<file path="src/sv/lps_pkg.sv">
package lps_pkg;

  localparam int unsigned CompW    = 16;
  localparam int unsigned DivSteps = 32;
  localparam int unsigned SqrSteps = 17;
  localparam int unsigned RadW     = 2 * SqrSteps;
  localparam int unsigned RootW    = SqrSteps;
  localparam int unsigned SqRemW   = RootW + 3;

  localparam logic [22:0] TintBase = 23'd2293760;
  localparam logic [6:0]  TintMul  = 7'd65;
  localparam logic [18:0] ShadeOne = 19'd262144;
  localparam logic [23:0] Recip100 = 24'd10737419;
  localparam logic [16:0] CosOne   = 17'd65536;
  localparam logic [15:0] ChanMax  = 16'hffff;

  typedef struct packed {
    logic [CompW-1:0] base_red;
    logic [CompW-1:0] base_green;
    logic [CompW-1:0] base_blue;
    logic [CompW-1:0] rough_amount;
    logic [CompW-1:0] metal_amount;
    logic             degenerate;
    logic             facing;
  } lps_side_t;

  typedef struct packed {
    logic [63:0]          rem;
    logic [63:0]          den;
    logic [DivSteps-1:0]  quo;
    logic                 full;
    lps_side_t            side;
  } lps_div_t;

  typedef struct packed {
    logic [RadW-1:0]   rad;
    logic [SqRemW-1:0] rem;
    logic [RootW-1:0]  root;
    lps_side_t         side;
  } lps_sqr_t;

endpackage

</file>
<file path="src/sv/lps_sqr_cell.sv">
module lps_sqr_cell (
  input  logic              clk,
  input  logic              rst_n,
  input  logic              en,
  input  logic              in_valid,
  input  lps_pkg::lps_sqr_t in_stage,
  output logic              out_valid,
  output lps_pkg::lps_sqr_t out_stage
);
  import lps_pkg::*;

  logic              valid_r;
  lps_sqr_t          stage_r;
  lps_sqr_t          stage_nxt;
  logic [SqRemW-1:0] cand;
  logic [SqRemW-1:0] trial;
  logic              ge;

  always_comb begin
    cand  = {in_stage.rem[SqRemW-3:0], in_stage.rad[RadW-1:RadW-2]};
    trial = {1'b0, in_stage.root, 2'b01};
    ge    = cand >= trial;
    stage_nxt      = in_stage;
    stage_nxt.rad  = {in_stage.rad[RadW-3:0], 2'b00};
    stage_nxt.rem  = ge ? (cand - trial) : cand;
    stage_nxt.root = {in_stage.root[RootW-2:0], ge};
  end

  always_ff @(posedge clk) begin
    if (!rst_n) begin
      valid_r <= 1'b0;
    end else if (en) begin
      valid_r <= in_valid;
    end
  end

  always_ff @(posedge clk) begin
    if (en) begin
      stage_r <= stage_nxt;
    end
  end

  assign out_valid = valid_r;
  assign out_stage = stage_r;
endmodule

</file>
<file path="config.mk">
export PLATFORM = sky130hd
export DESIGN_NAME = lps_sqr_cell
export DESIGN_NICKNAME = d
export VERILOG_FILES = /design/src/sv/lps_pkg.sv /design/src/sv/lps_sqr_cell.sv
export SDC_FILE = /design/constraint.sdc
export NUM_CORES = 1
export LEC_CHECK = 0
export BUFFER_PORTS_ARGS = -buffer_cell sky130_fd_sc_hd__buf_2
export CORE_AREA = 2 2 122 124
export DETAILED_ROUTE_END_ITERATION = 12
export DIE_AREA = 0 0 124 126
export PLACE_DENSITY_LB_ADDON = 0.1
export SLEW_MARGIN = 10
export SYNTH_ARGS = -nofsm -noshare
export SYNTH_HDL_FRONTEND = slang
export SYNTH_SLANG_ARGS = --single-unit
</file>
<file path="constraint.sdc">
create_clock -name clk -period 2.95 [get_ports clk]
set_clock_uncertainty 0.2 [all_clocks]
set_input_delay 0 -clock clk [delete_from_list [all_inputs] [get_ports clk]]
set_output_delay 0 -clock clk [all_outputs]
set_load 0.02 [all_outputs]
</file>
==> report_table.html <==
<table>
<tr><th>Metric</th><th>Value</th></tr>
<tr><th colspan="2">Placement</th></tr>
<tr><td>Worst slack at placement</td><td>roughly 0.26 ns</td></tr>
<tr><td>Count of input and output buffers</td><td>approximately 310</td></tr>
<tr><td>Final Wtd Congestion</td><td>~0.84</td></tr>
<tr><td>Final HPWL DP</td><td>11600 um</td></tr>
<tr><th colspan="2">Min path</th></tr>
<tr><td>Classification of the worst-slack hold path</td><td>in2reg</td></tr>
<tr><td>Hold path startpoint</td><td>in_stage[98]</td></tr>
<tr><th colspan="2">Drt</th></tr>
<tr><td>Routed wire length</td><td>16900 um</td></tr>
<tr><td>Detailed-router iteration count before antenna repair</td><td>8</td></tr>
<tr><td>Number of remaining DRC errors</td><td>0</td></tr>
<tr><td>Number of routed nets with antenna violations</td><td>0</td></tr>
<tr><td>Final routed wire length divided by cell count</td><td>about 17 um</td></tr>
<tr><td>Via/cell ratio</td><td>roughly 4.6</td></tr>
<tr><td>DR vias</td><td>~4700</td></tr>
<tr><td>Number of design-rule violations left by the first detailed-router iteration</td><td>239</td></tr>
<tr><th colspan="2">CTS</th></tr>
<tr><td>Setup repair bufs after CTS</td><td>0</td></tr>
<tr><td>Clock transition at the registers of the reported paths</td><td>around 0.06 ns</td></tr>
<tr><td>Sinks on Clock Net</td><td>between 150 and 200</td></tr>
<tr><td>Root buf cell</td><td>clkbuf_16</td></tr>
<tr><td>Total clock buffers created by CTS</td><td>17</td></tr>
<tr><td>Worst-skew pair later-pin latency</td><td>just over 0.4 ns</td></tr>
<tr><td>Maximum count of clock buffers along a single path</td><td>2</td></tr>
<tr><td>H-tree levels</td><td>4</td></tr>
<tr><td>TritonCTS clock tree</td><td>built</td></tr>
<tr><th colspan="2">Yosys</th></tr>
<tr><td>Post-synthesis share of cell area spent on xor and xnor gates</td><td>2.61%</td></tr>
<tr><td>Adder-cell share of the synthesized area</td><td>under 10%</td></tr>
<tr><td>Number of synthesized register bits</td><td>about 150</td></tr>
<tr><td>Combined area of all synthesized cells</td><td>5990 um^2</td></tr>
<tr><td>Dominant combinational cell family by area after synthesis</td><td>compound AO/OA/AOI/OAI gates</td></tr>
<tr><td>Number of enable flip-flop cells after synthesis</td><td>~150</td></tr>
<tr><td>Sequential cell area fraction in the yosys report</td><td>76.1%</td></tr>
<tr><td>Fraction of post-synthesis cell area in the top cell type by area</td><td>75.8%</td></tr>
<tr><td>Simple-gate share of the synthesized area</td><td>under 10%</td></tr>
<tr><td>Syn Area/Cell</td><td>17.4 um^2</td></tr>
<tr><td>Most instantiated library cell after synthesis</td><td>edfxtp_1</td></tr>
<tr><td>Synth cell count leaders</td><td>edfxtp_1, inv_1, ha_1, a21oi_1, nand2_1</td></tr>
<tr><td>Fraction of registers with async set or reset after synthesis</td><td>0%</td></tr>
<tr><td>Library cell with the largest summed area after synthesis</td><td>edfxtp_1</td></tr>
<tr><td>Syn Inst Count</td><td>roughly 340</td></tr>
<tr><td>Most used flip-flop cell after synthesis</td><td>edfxtp_1</td></tr>
<tr><td>Largest cells by area after synthesis</td><td>edfxtp_1, ha_1, mux2_4</td></tr>
<tr><td>Compound-cell area share of the yosys netlist</td><td>under 10%</td></tr>
<tr><td>Number of distinct library cell variants in the gate-level netlist after synthesis</td><td>between 40 and 50</td></tr>
<tr><td>Number of warning messages in the yosys log</td><td>0</td></tr>
<tr><td>Post-synthesis mux area share</td><td>~3.8%</td></tr>
<tr><th colspan="2">Outcome</th></tr>
<tr><td>Run status</td><td>finished, final reports clean</td></tr>
<tr><th colspan="2">Setup path</th></tr>
<tr><td>Critical path start-end classification</td><td>in2reg</td></tr>
<tr><td>Largest driver fanout on the critical path</td><td>17</td></tr>
<tr><td>Critical path endpoint category</td><td>flip-flop</td></tr>
<tr><td>Critical Path AT</td><td>roughly 2.8 ns</td></tr>
<tr><td>Type of element launching the critical path</td><td>input pin</td></tr>
<tr><td>Req. time, crit path</td><td>around 2.9 ns</td></tr>
<tr><td>Startpoint of the worst setup timing path</td><td>in_stage[90]</td></tr>
<tr><td>Worst reg2reg startpoint</td><td>out_valid$_SDFFE_PN0P_</td></tr>
<tr><th colspan="2">Global route</th></tr>
<tr><td>Initial antenna violation count</td><td>0</td></tr>
<tr><td>Global route overflow</td><td>0</td></tr>
<tr><td>Global Route Usage Sum</td><td>21.3%</td></tr>
<tr><td>Global-route wire length before repair</td><td>around 25000 um</td></tr>
<tr><td>Largest net degree at the start of global routing</td><td>67</td></tr>
<tr><td>Vias in the first global route</td><td>4833</td></tr>
<tr><th colspan="2">Final layout</th></tr>
<tr><td>Area growth syn-to-layout</td><td>65.0%</td></tr>
<tr><td>Net count of the finished layout</td><td>around 1000</td></tr>
<tr><td>Fraction of layout instances using a drive strength above 1</td><td>~44%</td></tr>
<tr><td>FF+latch area</td><td>4550 um^2</td></tr>
<tr><td>Area of the multi-input gates</td><td>about 1300 um^2</td></tr>
<tr><td>Count of fill cells added during filler insertion</td><td>1054</td></tr>
<tr><td>ANT cells</td><td>0</td></tr>
<tr><th colspan="2">Power</th></tr>
<tr><td>Overall Power</td><td>slightly below 6000 uW</td></tr>
<tr><td>Worst IR Drop VDD</td><td>0.302 mV</td></tr>
<tr><td>Net switching share of the total power</td><td>26.1%</td></tr>
<tr><td>Net Sw Power</td><td>1550 uW</td></tr>
<tr><td>Internal Power</td><td>approximately 4400 uW</td></tr>
<tr><td>Leakage power</td><td>between 0.004 and 0.005 uW</td></tr>
<tr><td>Cell Pwr Density</td><td>approximately 600 nW/um^2</td></tr>
<tr><td>Part of the power in combinational logic</td><td>between 10% and 20%</td></tr>
<tr><td>Power share of the sequential group</td><td>between 40% and 50%</td></tr>
<tr><td>Clock group share of total power</td><td>between 30 and 40%</td></tr>
<tr><th colspan="2">Die</th></tr>
<tr><td>Die span in x</td><td>roughly 120 um</td></tr>
<tr><td>Top Ports</td><td>311</td></tr>
<tr><td>Initial Utilization</td><td>41.8%</td></tr>
<tr><td>Row count</td><td>44</td></tr>
<tr><td>Core Area</td><td>approximately 14000 um^2</td></tr>
<tr><td>Die ar.</td><td>around 16000 um^2</td></tr>
<tr><td>Vert. Die Dim</td><td>126 um</td></tr>
<tr><th colspan="2">STA</th></tr>
<tr><td>Hold violation total from the final report</td><td>0</td></tr>
<tr><td>Setup-failing EPs final</td><td>0</td></tr>
<tr><td>Final WS setup</td><td>approximately 0.14 ns</td></tr>
<tr><td>Min Tclk post-route</td><td>between 2 and 3 ns</td></tr>
<tr><td>Unrepaired setup endpoints after global routing</td><td>false</td></tr>
<tr><td>Ratio of final minimum period to clock period</td><td>a little over nine tenths</td></tr>
<tr><td>Highest Clock Rate</td><td>~360 MHz</td></tr>
<tr><td>Post-route setup TNS</td><td>0 ns</td></tr>
<tr><td>Fin. max-slew vios</td><td>0</td></tr>
<tr><th colspan="2">Flow run</th></tr>
<tr><td>Total of max-cap violations</td><td>0</td></tr>
</table>
[path summary, 6_finish.rpt]
path | endpoint | slack, ns | depth (start not counted)
max | out_stage[102]$_DFFE_PP_ | 0.14 | 11
min | out_stage[117]$_DFFE_PP_ | 0.08 | 5
max reg2reg | out_valid$_SDFFE_PN0P_ | 1.58 | 3
min reg2reg | out_valid$_SDFFE_PN0P_ | 0.90 | 3
[cells by family (layout without fill, tap and decap cells)]
family                     Yosys count  in the layout
AOI/OAI and AO/OA                   58             58
xor gates and xnor gates            17             17
adders and majority gates           19             19
buffers and inverters               33            523
DFF                                152            152
muxes                               16             16
other                                1              2
and+or+nand+nor                     48             48
[state kept, by name (all words and copies together), names as in the netlist]
register / cells
out_stage: 151
out_valid: 1
[placed cells by master, fill, tap and decap left out, types with 3 or more instances in the layout]
cell / n
buf_2: 305
o21a_1: 4
clkinv_4: 3
inv_1: 25
xnor2_1: 11
a211oi_1: 6
nor3_1: 4
edfxtp_1: 151
mux2_4: 13
o21ai_0: 13
dlygate4sd3_1: 153
nand3_1: 4
a21oi_1: 16
ha_1: 17
nand4_1: 6
clkbuf_16: 17
o211ai_1: 6
buf_4: 5
clkinvlp_4: 3
nor2b_1: 3
xor2_1: 5
nor2_1: 13
clkinv_1: 3
nand2_1: 14
[power groups by stage]
stage               Sequential [uW]  Clock, uW  Combinational (uW)
floorplan                      2960          0                 330
global placement               2690          0                 979
detailed placement             2700          0                 990
CTS                            2650       2160                1160
global route                   2670       2250                1240
finish                         2650       2120                1160
[area by class of cell]
type                            instances  share of cell area [%]
Clock buffer                           18                    4.35
Clock inverter                         14                    1.51
Inverter                               25                   0.950
Multi-Input combinational cell        160                    12.9
Sequential cell                       152                    46.1
Tap cell                              184                    2.33
Timing Repair Buffer                  466                    31.9
[what timing repair did]
| item | in CTS | in global routing |
|---|---|---|
| setup endpoints to repair | 0 | 15 |
| gates resized for setup | 0 | 4 |
| endpoints found under the hold margin | 200 | 0 |
| hold buffers | 153 | 0 |
[routing by layer]
metal	vias up	part of all wire (%)	global-route usage, %
met4	0	3.6	10.8
li1	2265	-	-
met2	199	53	38.2
met5	-	0	0
met3	43	7.4	6.07
met1	2216	36	22.3
[metrics by stage]
step                      area, um^2  hold slack, ns  util [%]  std cells
after detailed placement        7750         -0.0219      54.1        834
after global routing            9880          0.0827      69.0       1019
after global placement          7750         -0.0238      54.1        834
after floorplan                 5990          -0.101         -        345
final                           9880          0.0765      69.0       1019
after CTS                       9860          0.0671      68.9       1019
[critical path: stages]
cell and delay, ns:
dlygate4sd3_1 0.57, buf_2 0.13, inv_1 0.04, ha_2 0.37
and4_1 0.27, nand4_1 0.12, o31a_1 0.37, a21o_1 0.20
a31oi_4 0.18, buf_12 0.20, mux2_2 0.34
Note: power is estimated with default switching activity, not from simulation.
