$ cat config.mk
export PLATFORM = sky130hd
export DESIGN_NAME = lps_div_cell
export DESIGN_NICKNAME = d
export VERILOG_FILES = /design/src/sv/lps_pkg.sv /design/src/sv/lps_div_cell.sv
export SDC_FILE = /design/constraint.sdc
export NUM_CORES = 1
export LEC_CHECK = 0
export ABC_AREA = 1
export BUFFER_PORTS_ARGS = -buffer_cell sky130_fd_sc_hd__clkbuf_2
export CAP_MARGIN = 20
export CORE_AREA = 2 2 193 195
export CTS_CLUSTER_DIAMETER = 50
export DETAILED_ROUTE_END_ITERATION = 10
export DIE_AREA = 0 0 195 197
export GPL_ROUTABILITY_DRIVEN = 0
export PLACE_DENSITY_LB_ADDON = 0.25
export SKIP_LAST_GASP = 1
export SYNTH_ARGS = -nofsm -noshare
export SYNTH_HDL_FRONTEND = slang
export SYNTH_SLANG_ARGS = --single-unit
$ cat constraint.sdc
create_clock -name clk -period 3.3 [get_ports clk]
set_clock_uncertainty 0.15 [all_clocks]
set_input_delay 0.495 -clock clk [delete_from_list [all_inputs] [get_ports clk]]
set_output_delay 0.495 -clock clk [all_outputs]
set_load 0.02 [all_outputs]
$ cat src/sv/lps_pkg.sv
package lps_pkg;

  localparam int unsigned CompW    = 16;
  localparam int unsigned DivSteps = 32;
  localparam int unsigned SqrSteps = 17;
  localparam int unsigned RadW     = 2 * SqrSteps;
  localparam int unsigned RootW    = SqrSteps;
  localparam int unsigned SqRemW   = RootW + 3;

  localparam logic [22:0] TintBase = 23'd2293760;
  localparam logic [6:0]  TintMul  = 7'd65;
  localparam logic [18:0] ShadeOne = 19'd262144;
  localparam logic [23:0] Recip100 = 24'd10737419;
  localparam logic [16:0] CosOne   = 17'd65536;
  localparam logic [15:0] ChanMax  = 16'hffff;

  typedef struct packed {
    logic [CompW-1:0] base_red;
    logic [CompW-1:0] base_green;
    logic [CompW-1:0] base_blue;
    logic [CompW-1:0] rough_amount;
    logic [CompW-1:0] metal_amount;
    logic             degenerate;
    logic             facing;
  } lps_side_t;

  typedef struct packed {
    logic [63:0]          rem;
    logic [63:0]          den;
    logic [DivSteps-1:0]  quo;
    logic                 full;
    lps_side_t            side;
  } lps_div_t;

  typedef struct packed {
    logic [RadW-1:0]   rad;
    logic [SqRemW-1:0] rem;
    logic [RootW-1:0]  root;
    lps_side_t         side;
  } lps_sqr_t;

endpackage

$ cat src/sv/lps_div_cell.sv
module lps_div_cell (
  input  logic              clk,
  input  logic              rst_n,
  input  logic              en,
  input  logic              in_valid,
  input  lps_pkg::lps_div_t in_stage,
  output logic              out_valid,
  output lps_pkg::lps_div_t out_stage
);
  import lps_pkg::*;

  logic        valid_r;
  lps_div_t    stage_r;
  lps_div_t    stage_nxt;
  logic [64:0] shifted;
  logic [64:0] diff;
  logic        ge;

  always_comb begin
    shifted   = {in_stage.rem, 1'b0};
    diff      = shifted - {1'b0, in_stage.den};
    ge        = shifted >= {1'b0, in_stage.den};
    stage_nxt = in_stage;
    stage_nxt.rem = ge ? diff[63:0] : shifted[63:0];
    stage_nxt.quo = {in_stage.quo[DivSteps-2:0], ge};
  end

  always_ff @(posedge clk) begin
    if (!rst_n) begin
      valid_r <= 1'b0;
    end else if (en) begin
      valid_r <= in_valid;
    end
  end

  always_ff @(posedge clk) begin
    if (en) begin
      stage_r <= stage_nxt;
    end
  end

  assign out_valid = valid_r;
  assign out_stage = stage_r;
endmodule

==> summary.md, run 1 <==
| Metric | Value |
|---|---|
| Static leakage | 10.9 nW |
| Tightest Pin Transition | 658 ps |
| Delay contributed by the slowest stage of the critical path | 530 ps |
| Most common cell after layout, fill and taps aside | nand2_1 |
| Library cells used by synthesis | 32 |
| Met1 wire length | 20900 um |
| Setup Fix Bufs, Post-CTS | 0 |
| Number of antenna violations at the first check in global routing | 5 |
| Met3 wire len | 3990 um |
| Slew headroom | 56.1% |
| Final max-slew violation count | 0 |
| TritonCTS Buffers | 30 |
| CTS tree | built |
| Critical path class | in2reg |
| Ratio of cells with drive above 1 in the final layout | 23.3% |
| Vias in the first global route | 14200 |
| Fill cell count | 3412 |
| Count of boundary I/O pins | 491 |
| Number of port buffers | 489 |
| Overall routed net length | 53200 um |
| Nets in the synthesized netlist | 2134 |
| First-pass GRT wire length | 79400 um |
| Sequential share of the synthesized area | 50.6% |
| Final period demand of the worst path | 3130 ps |
| Power density over the cells | 484 nW/um^2 |
| Pre-Repair DR Iteration Count | 5 |
| Remaining design rule violation count | 0 |
| Library cell occupying the most area in the post-synthesis netlist | edfxtp_1 |
| Portion of the clock cycle consumed by the worst path in the final layout | 94.8% |
| CP max stage cell | dlygate4sd3_1 |
| Net count reported at finish | 2825 |
| Endpoint kind of the worst setup timing path | flip-flop |
| Post-Route Setup TNS | 0 ps |
| Synthesized instance count | 1822 |
| TritonCTS sink count | 244 |
| Top Layer Used | met5 |
| Initial cell density of the core | 39.9% |
| Ranking of synthesized cells by area | edfxtp_1, nand2_1, inv_1 |
| HPWL after detailed placement | 42100 um |
| Placed instance area | 17600 sq um |
| Count of max-cap constraint violations | 0 |
| DR vias | 14100 |
| RSZ-0062 raised after global routing | no |
| Overall fraction of global-route tracks in use | 27.1% |
| Average vias per placed instance | 4.70 |
| H-tree level count | 1 |
| Final ANT Viol Nets | 0 |
| Cell Rows | 70 |
| Total die area | 38400 sq um |
| Average size of a mapped cell | 7.93 sq um |
| Core Box Area | 36300 sq um |
| Number of buffers between clock root and the deepest sink | 3 |
| Ordered cell list for the critical path | dlygate4sd3_1 > clkbuf_2 > inv_1 > ha_1 > nand2_1 > nor2_2 > inv_2 > nor2_2 > nand2_1 > nor2_2 > nand3_2 > nor2_4 > nor2_4 > nand2_4 > buf_6 > nand3_1 > nand2_1 |
| Clock root cell | clkbuf_16 |
| Post-synthesis sequential element count | 244 |
| Largest net degree at the start of global routing | 71 |
| Total power of the final layout | 9.84 mW |
| Startpoint type of the worst setup path | input pin |
| Number of endpoints with negative hold slack in the final report | 0 |
| Clk pin slew, worst setup/hold paths | 50 ps |
| Mapped Area | 14500 sq um |
| Largest fanout on the critical path | 37 |
| Sum of met2 wire segment lengths after detailed routing | 25400 um |
| Core Util, Final | 56.1% |
| Overall die width | 195 um |
| Area Overhead vs Synth | 40.8% |
| DR WL/cell | 17.7 um |
| Status | finished, final reports clean |
| Maximum vdd ir drop | 0.352 mV |
| Highest achievable clock rate | 320 MHz |
| Most frequent cells in the layout | nand2_1, clkbuf_2, inv_1 |
| Final Cell Area | 20300 sq um |
| Class of the worst hold path | in2reg |
| Clock latency at the later pin of the worst-skew pair | 570 ps |
| Area taken by flip-flops and latches | 7320 sq um |
| Die Height | 197 um |
| Final setup violation count | 0 |
| Post-synth top area share | 50.5% |
| Count of buffer and inverter cells on the critical path | 5 |
| Drt initial violations | 921 |
| Area occupied by multi-input gates | 5520 sq um |
| Remaining global-route overflow | 0 |
| Crit path arrival time | 3400 ps |
| Count of yosys warnings during synthesis | 0 |
| Largest delay contributor family on the critical path | simple AND/OR/NAND/NOR gates |
| Data required time of the worst path | 3570 ps |
[synthesized netlist by cell type]
| cell type | n |
|---|---|
| inv_2 | 12 |
| ha_1 | 64 |
| buf_6 | 4 |
| nand2_1 | 715 |
| buf_4 | 2 |
| nor4_4 | 1 |
| a21oi_1 | 45 |
| nor4_1 | 5 |
| nand3b_1 | 14 |
| nor2_2 | 10 |
| fa_1 | 1 |
| xnor2_1 | 1 |
| nor3_1 | 9 |
| or2_2 | 1 |
| a21o_1 | 1 |
| buf_2 | 5 |
| inv_1 | 387 |
| nor2_1 | 106 |
| nand4_1 | 9 |
| nand3_2 | 1 |
| nor2_4 | 3 |
| o21bai_1 | 1 |
| nand2_4 | 2 |
| and3_1 | 3 |
| dfxtp_1 | 1 |
| and2_1 | 3 |
| o21ai_0 | 6 |
| nand2_2 | 2 |
| edfxtp_1 | 243 |
| clkbuf_1 | 8 |
| xor2_1 | 30 |
| nand3_1 | 127 |
[power by group]
part	internal, mW	leakage, nW	switching, mW	total, mW
clock	2.17	0.517	1.35	3.51
combinational	0.848	8.00	1.60	2.45
sequential	3.78	2.38	0.0940	3.87
total	6.79	10.9	3.05	9.84
[routing by layer]
| layer | up-vias | track usage [%] |
|---|---|---|
| li1 | 7047 | - |
| met1 | 6358 | 31.4 |
| met2 | 592 | 47.4 |
| met3 | 130 | 6.04 |
| met4 | 4 | 13.5 |
| met5 | - | 0 |
[cells by family (layout without fill, tap and decap cells)]
group	count (synthesis)	count (layout)	synth area share, %
buffers and inverters	418	1133	11.2
other	0	3	0
DFF	244	244	50.6
AOI/OAI and AO/OA	53	53	1.87
xor gates and xnor gates	31	31	1.88
and+or+nand+nor	1011	1011	28.8
adders and majority gates	65	65	5.68
[what timing repair did]
item | CTS | global route
endpoints found under the hold margin | 168 | 0
hold buffers | 169 | 0
setup endpoints to repair | 0 | 2
resized for setup | 0 | 1
[metrics by stage]
step                cells  worst slack (ps)  hold slack, ps
finish               3008               172            28.8
global route         3006              67.9            11.8
CTS                  3005               158           0.596
detailed placement   2780               106             395
global placement     2780               136             395
floorplan            1822               783             438
[sequential cells by signal, indices dropped and copies added (netlist names)]
register   count
out_stage    243
out_valid      1
[cell type report]
cell class / count / area share (%)
sequential: 244 / 36.0
clock inverter: 18 / 1.19
timing repair buffer: 678 / 21.4
clock buffer: 38 / 4.04
tap: 468 / 2.88
multi-input combinational: 1160 / 27.1
inverter: 399 / 7.36
antenna: 3 / 0.0369
[path summary, 6_finish.rpt]
path                                    start             end  slack, ps  cells after the start
worst max-delay path            in_stage[159]  out_stage[212]        170                     17
worst max register to register      out_valid       out_valid       1960                      3
worst min-delay path            in_stage[144]  out_stage[144]         30                      1
worst min register to register      out_valid       out_valid        950                      3
(Power assumes the default switching activity.)
==> run 2: changes to the inputs <==
--- a/config.mk
+++ b/config.mk
@@ -13,7 +13,7 @@
 export DETAILED_ROUTE_END_ITERATION = 10
 export DIE_AREA = 0 0 195 197
 export GPL_ROUTABILITY_DRIVEN = 0
-export PLACE_DENSITY_LB_ADDON = 0.25
+export PLACE_DENSITY = 0.73
 export SKIP_LAST_GASP = 1
 export SYNTH_ARGS = -nofsm -noshare
 export SYNTH_HDL_FRONTEND = slang
==> run 2 against run 1 <==
Worst setup slack gained 53 ps. Non-clock buffer count grew 5. Sequential share of layout area grew 0.073 points.
==> summary.md, run 2 (same netlist as run 1, synthesis figures left out) <==
| Metric | Value |
|---|---|
| Status | finished, final reports clean |
| Total die area | 38400 sq um |
| Fill cell count | 3275 |
| Clk pin slew, worst setup/hold paths | 60 ps |
| Initial cell density of the core | 39.9% |
| Worst flop-to-flop path startpoint | out_valid |
| Worst reg2reg path depth | 2 |
| Largest net degree at the start of global routing | 67 |
| Slew headroom | 64.6% |
| Critical path class | in2reg |
| Clock network fraction of total power | 33.1% |
| Endpoint kind of the worst setup timing path | flip-flop |
| Overall die width | 195 um |
| Crit path arrival time | 3360 ps |
| H-tree level count | 1 |
| Average vias per placed instance | 4.84 |
| Worst hold slack | 16.3 ps |
| Number of endpoints with negative hold slack in the final report | 0 |
| Number of cells traversed by the worst hold path | 1 |
| Power density over the cells | 469 nW/um^2 |
| Clock latency at the later pin of the worst-skew pair | 570 ps |
| Clock root cell | clkbuf_16 |
| Final setup violation count | 0 |
| Proportion of power drawn by flip-flops and latches | 40.7% |
| Comb power frac | 26.2% |
| Drt initial violations | 1159 |
| Most frequent cells in the layout | nand2_1, clkbuf_2, inv_1 |
| Register-to-Register Setup Slack | 2480 ps |
| Pre-Repair DR Iteration Count | 5 |
| Hold EP | out_stage[144] |
| Setup Fix Bufs, Post-CTS | 0 |
| Switching fraction of total power | 32.7% |
| First-pass GRT wire length | 83100 um |
| Net count reported at finish | 2830 |
| Count of max-cap constraint violations | 0 |
| DR vias | 14600 |
| Number of buffers between clock root and the deepest sink | 3 |
| Vias in the first global route | 14600 |
| Largest fanout on the critical path | 45 |
| CTS tree | built |
| Overall routed net length | 55000 um |
| Overall fraction of global-route tracks in use | 28.1% |
| Startpoint type of the worst setup path | input pin |
| HPWL after detailed placement | 43200 um |
| Portion of the clock cycle consumed by the worst path in the final layout | 93.2% |
| Remaining design rule violation count | 0 |
| R2R Path End | out_valid |
| Ratio of cells with drive above 1 in the final layout | 23.2% |
| DR WL/cell | 18.2 um |
| Post-Route Setup TNS | 0 ps |
| Final max-slew violation count | 0 |
| P_sw | 3.11 mW |
| Tightest Pin Transition | 531 ps |
| Most common cell after layout, fill and taps aside | nand2_1 |
| Class of the worst hold path | in2reg |
| Final period demand of the worst path | 3070 ps |
| TritonCTS sink count | 244 |
| Number of antenna violations at the first check in global routing | 5 |
| Maximum vdd ir drop | 0.333 mV |
| Number of port buffers | 489 |
| Remaining global-route overflow | 0 |
| Core Util, Final | 56.0% |
| TritonCTS Buffers | 30 |
| Internal power consumption | 6.41 mW |
| Area occupied by multi-input gates | 5530 sq um |
| Number of flip-flops under the largest register name | 243 |
| Static leakage | 10.9 nW |
| Die Height | 197 um |
| Highest achievable clock rate | 325 MHz |
| Core Box Area | 36300 sq um |
| Count of boundary I/O pins | 491 |
| RSZ-0062 raised after global routing | no |
| Final ANT Viol Nets | 0 |
| Data required time of the worst path | 3580 ps |
| Hold Path Origin | in_stage[144] |
| Area taken by flip-flops and latches | 7320 sq um |
| Area Overhead vs Synth | 40.5% |
| Cell Rows | 70 |
-- run 2: cell types whose count changed in the layout (fill, tap and decap cells not counted), sizes merged --
| cell | change |
|---|---|
| buf | -3 |
| clkinv | +7 |
| inv | +3 |
| clkbuf | -7 |
| dlygate4sd3 | +8 |
| diode | +1 |
| bufinv | -4 |
| clkinvlp | +1 |
-- run 2: timing repair --
item | in CTS | in global routing
hold buffers | 177 | 0
gates resized for setup | 0 | 2
setup endpoints to repair | 0 | 1
hold endpoints to repair | 177 | 0
-- run 2: power groups by stage --
stage	registers, mW	clock network (mW)	logic (mW)
floorplan	4.32	0	0.947
global placement	3.93	0	2.25
detailed placement	3.93	0	2.28
CTS	3.87	3.23	2.47
global route	3.90	3.32	2.71
finish	3.87	3.15	2.49
-- run 2: how the worst max path moves through the flow --
stage                   from              to
6_report       in_stage[160]  out_stage[195]
2_1_floorplan  in_stage[122]  out_stage[188]
4_1_cts        in_stage[138]  out_stage[221]
5_1_grt        in_stage[137]  out_stage[221]
3_5_place_dp   in_stage[161]  out_stage[199]
3_3_place_gp   in_stage[161]  out_stage[234]
-- run 2: through the flow --
| stage | cells | instance area (sq um) | setup WS, ps | total power, mW |
|---|---|---|---|---|
| floorplan | 1822 | 14500 | 783 | 5.27 |
| finish | 3014 | 20300 | 226 | 9.52 |
| global route | 3011 | 20300 | 8.39 | 9.92 |
| global placement | 2777 | 17600 | 293 | 6.18 |
| detailed placement | 2777 | 17600 | 244 | 6.21 |
| CTS | 3010 | 20300 | 263 | 9.57 |
-- run 2: metal layers --
| metal | wire length [um] | GRT usage, % | share of wire [%] | up-vias |
|---|---|---|---|---|
| met2 | 25600 | 48.1 | 47 | 769 |
| met5 | 27 | 0 | 0.049 | - |
| met1 | 21200 | 33.0 | 38 | 6575 |
| li1 | - | - | - | 7060 |
| met4 | 3430 | 15.5 | 6.2 | 4 |
| met3 | 4700 | 6.21 | 8.5 | 175 |
-- run 2: worst max-delay path, cell delays in order --
cell,delay [ps]
dlygate4sd3_1,530
clkbuf_2,120
inv_1,50
ha_1,390
nand2_1,210
nor2_2,80
nand2_1,200
inv_1,60
nand2_1,60
nand2_1,80
nand2_1,70
nand2_1,110
nor2_4,150
buf_4,460
nand3_1,140
nand2_1,110
-- run 2: final cells by class --
| cell class | instances | share of cell area (%) |
|---|---|---|
| flip-flops and latches | 244 | 36.0 |
| well taps | 468 | 2.88 |
| clock buffers | 31 | 3.72 |
| multi-input cells | 1160 | 27.2 |
| clock inverters | 25 | 1.02 |
| diodes | 4 | 0.0493 |
| inverters | 399 | 7.38 |
| repair buffers | 683 | 21.7 |
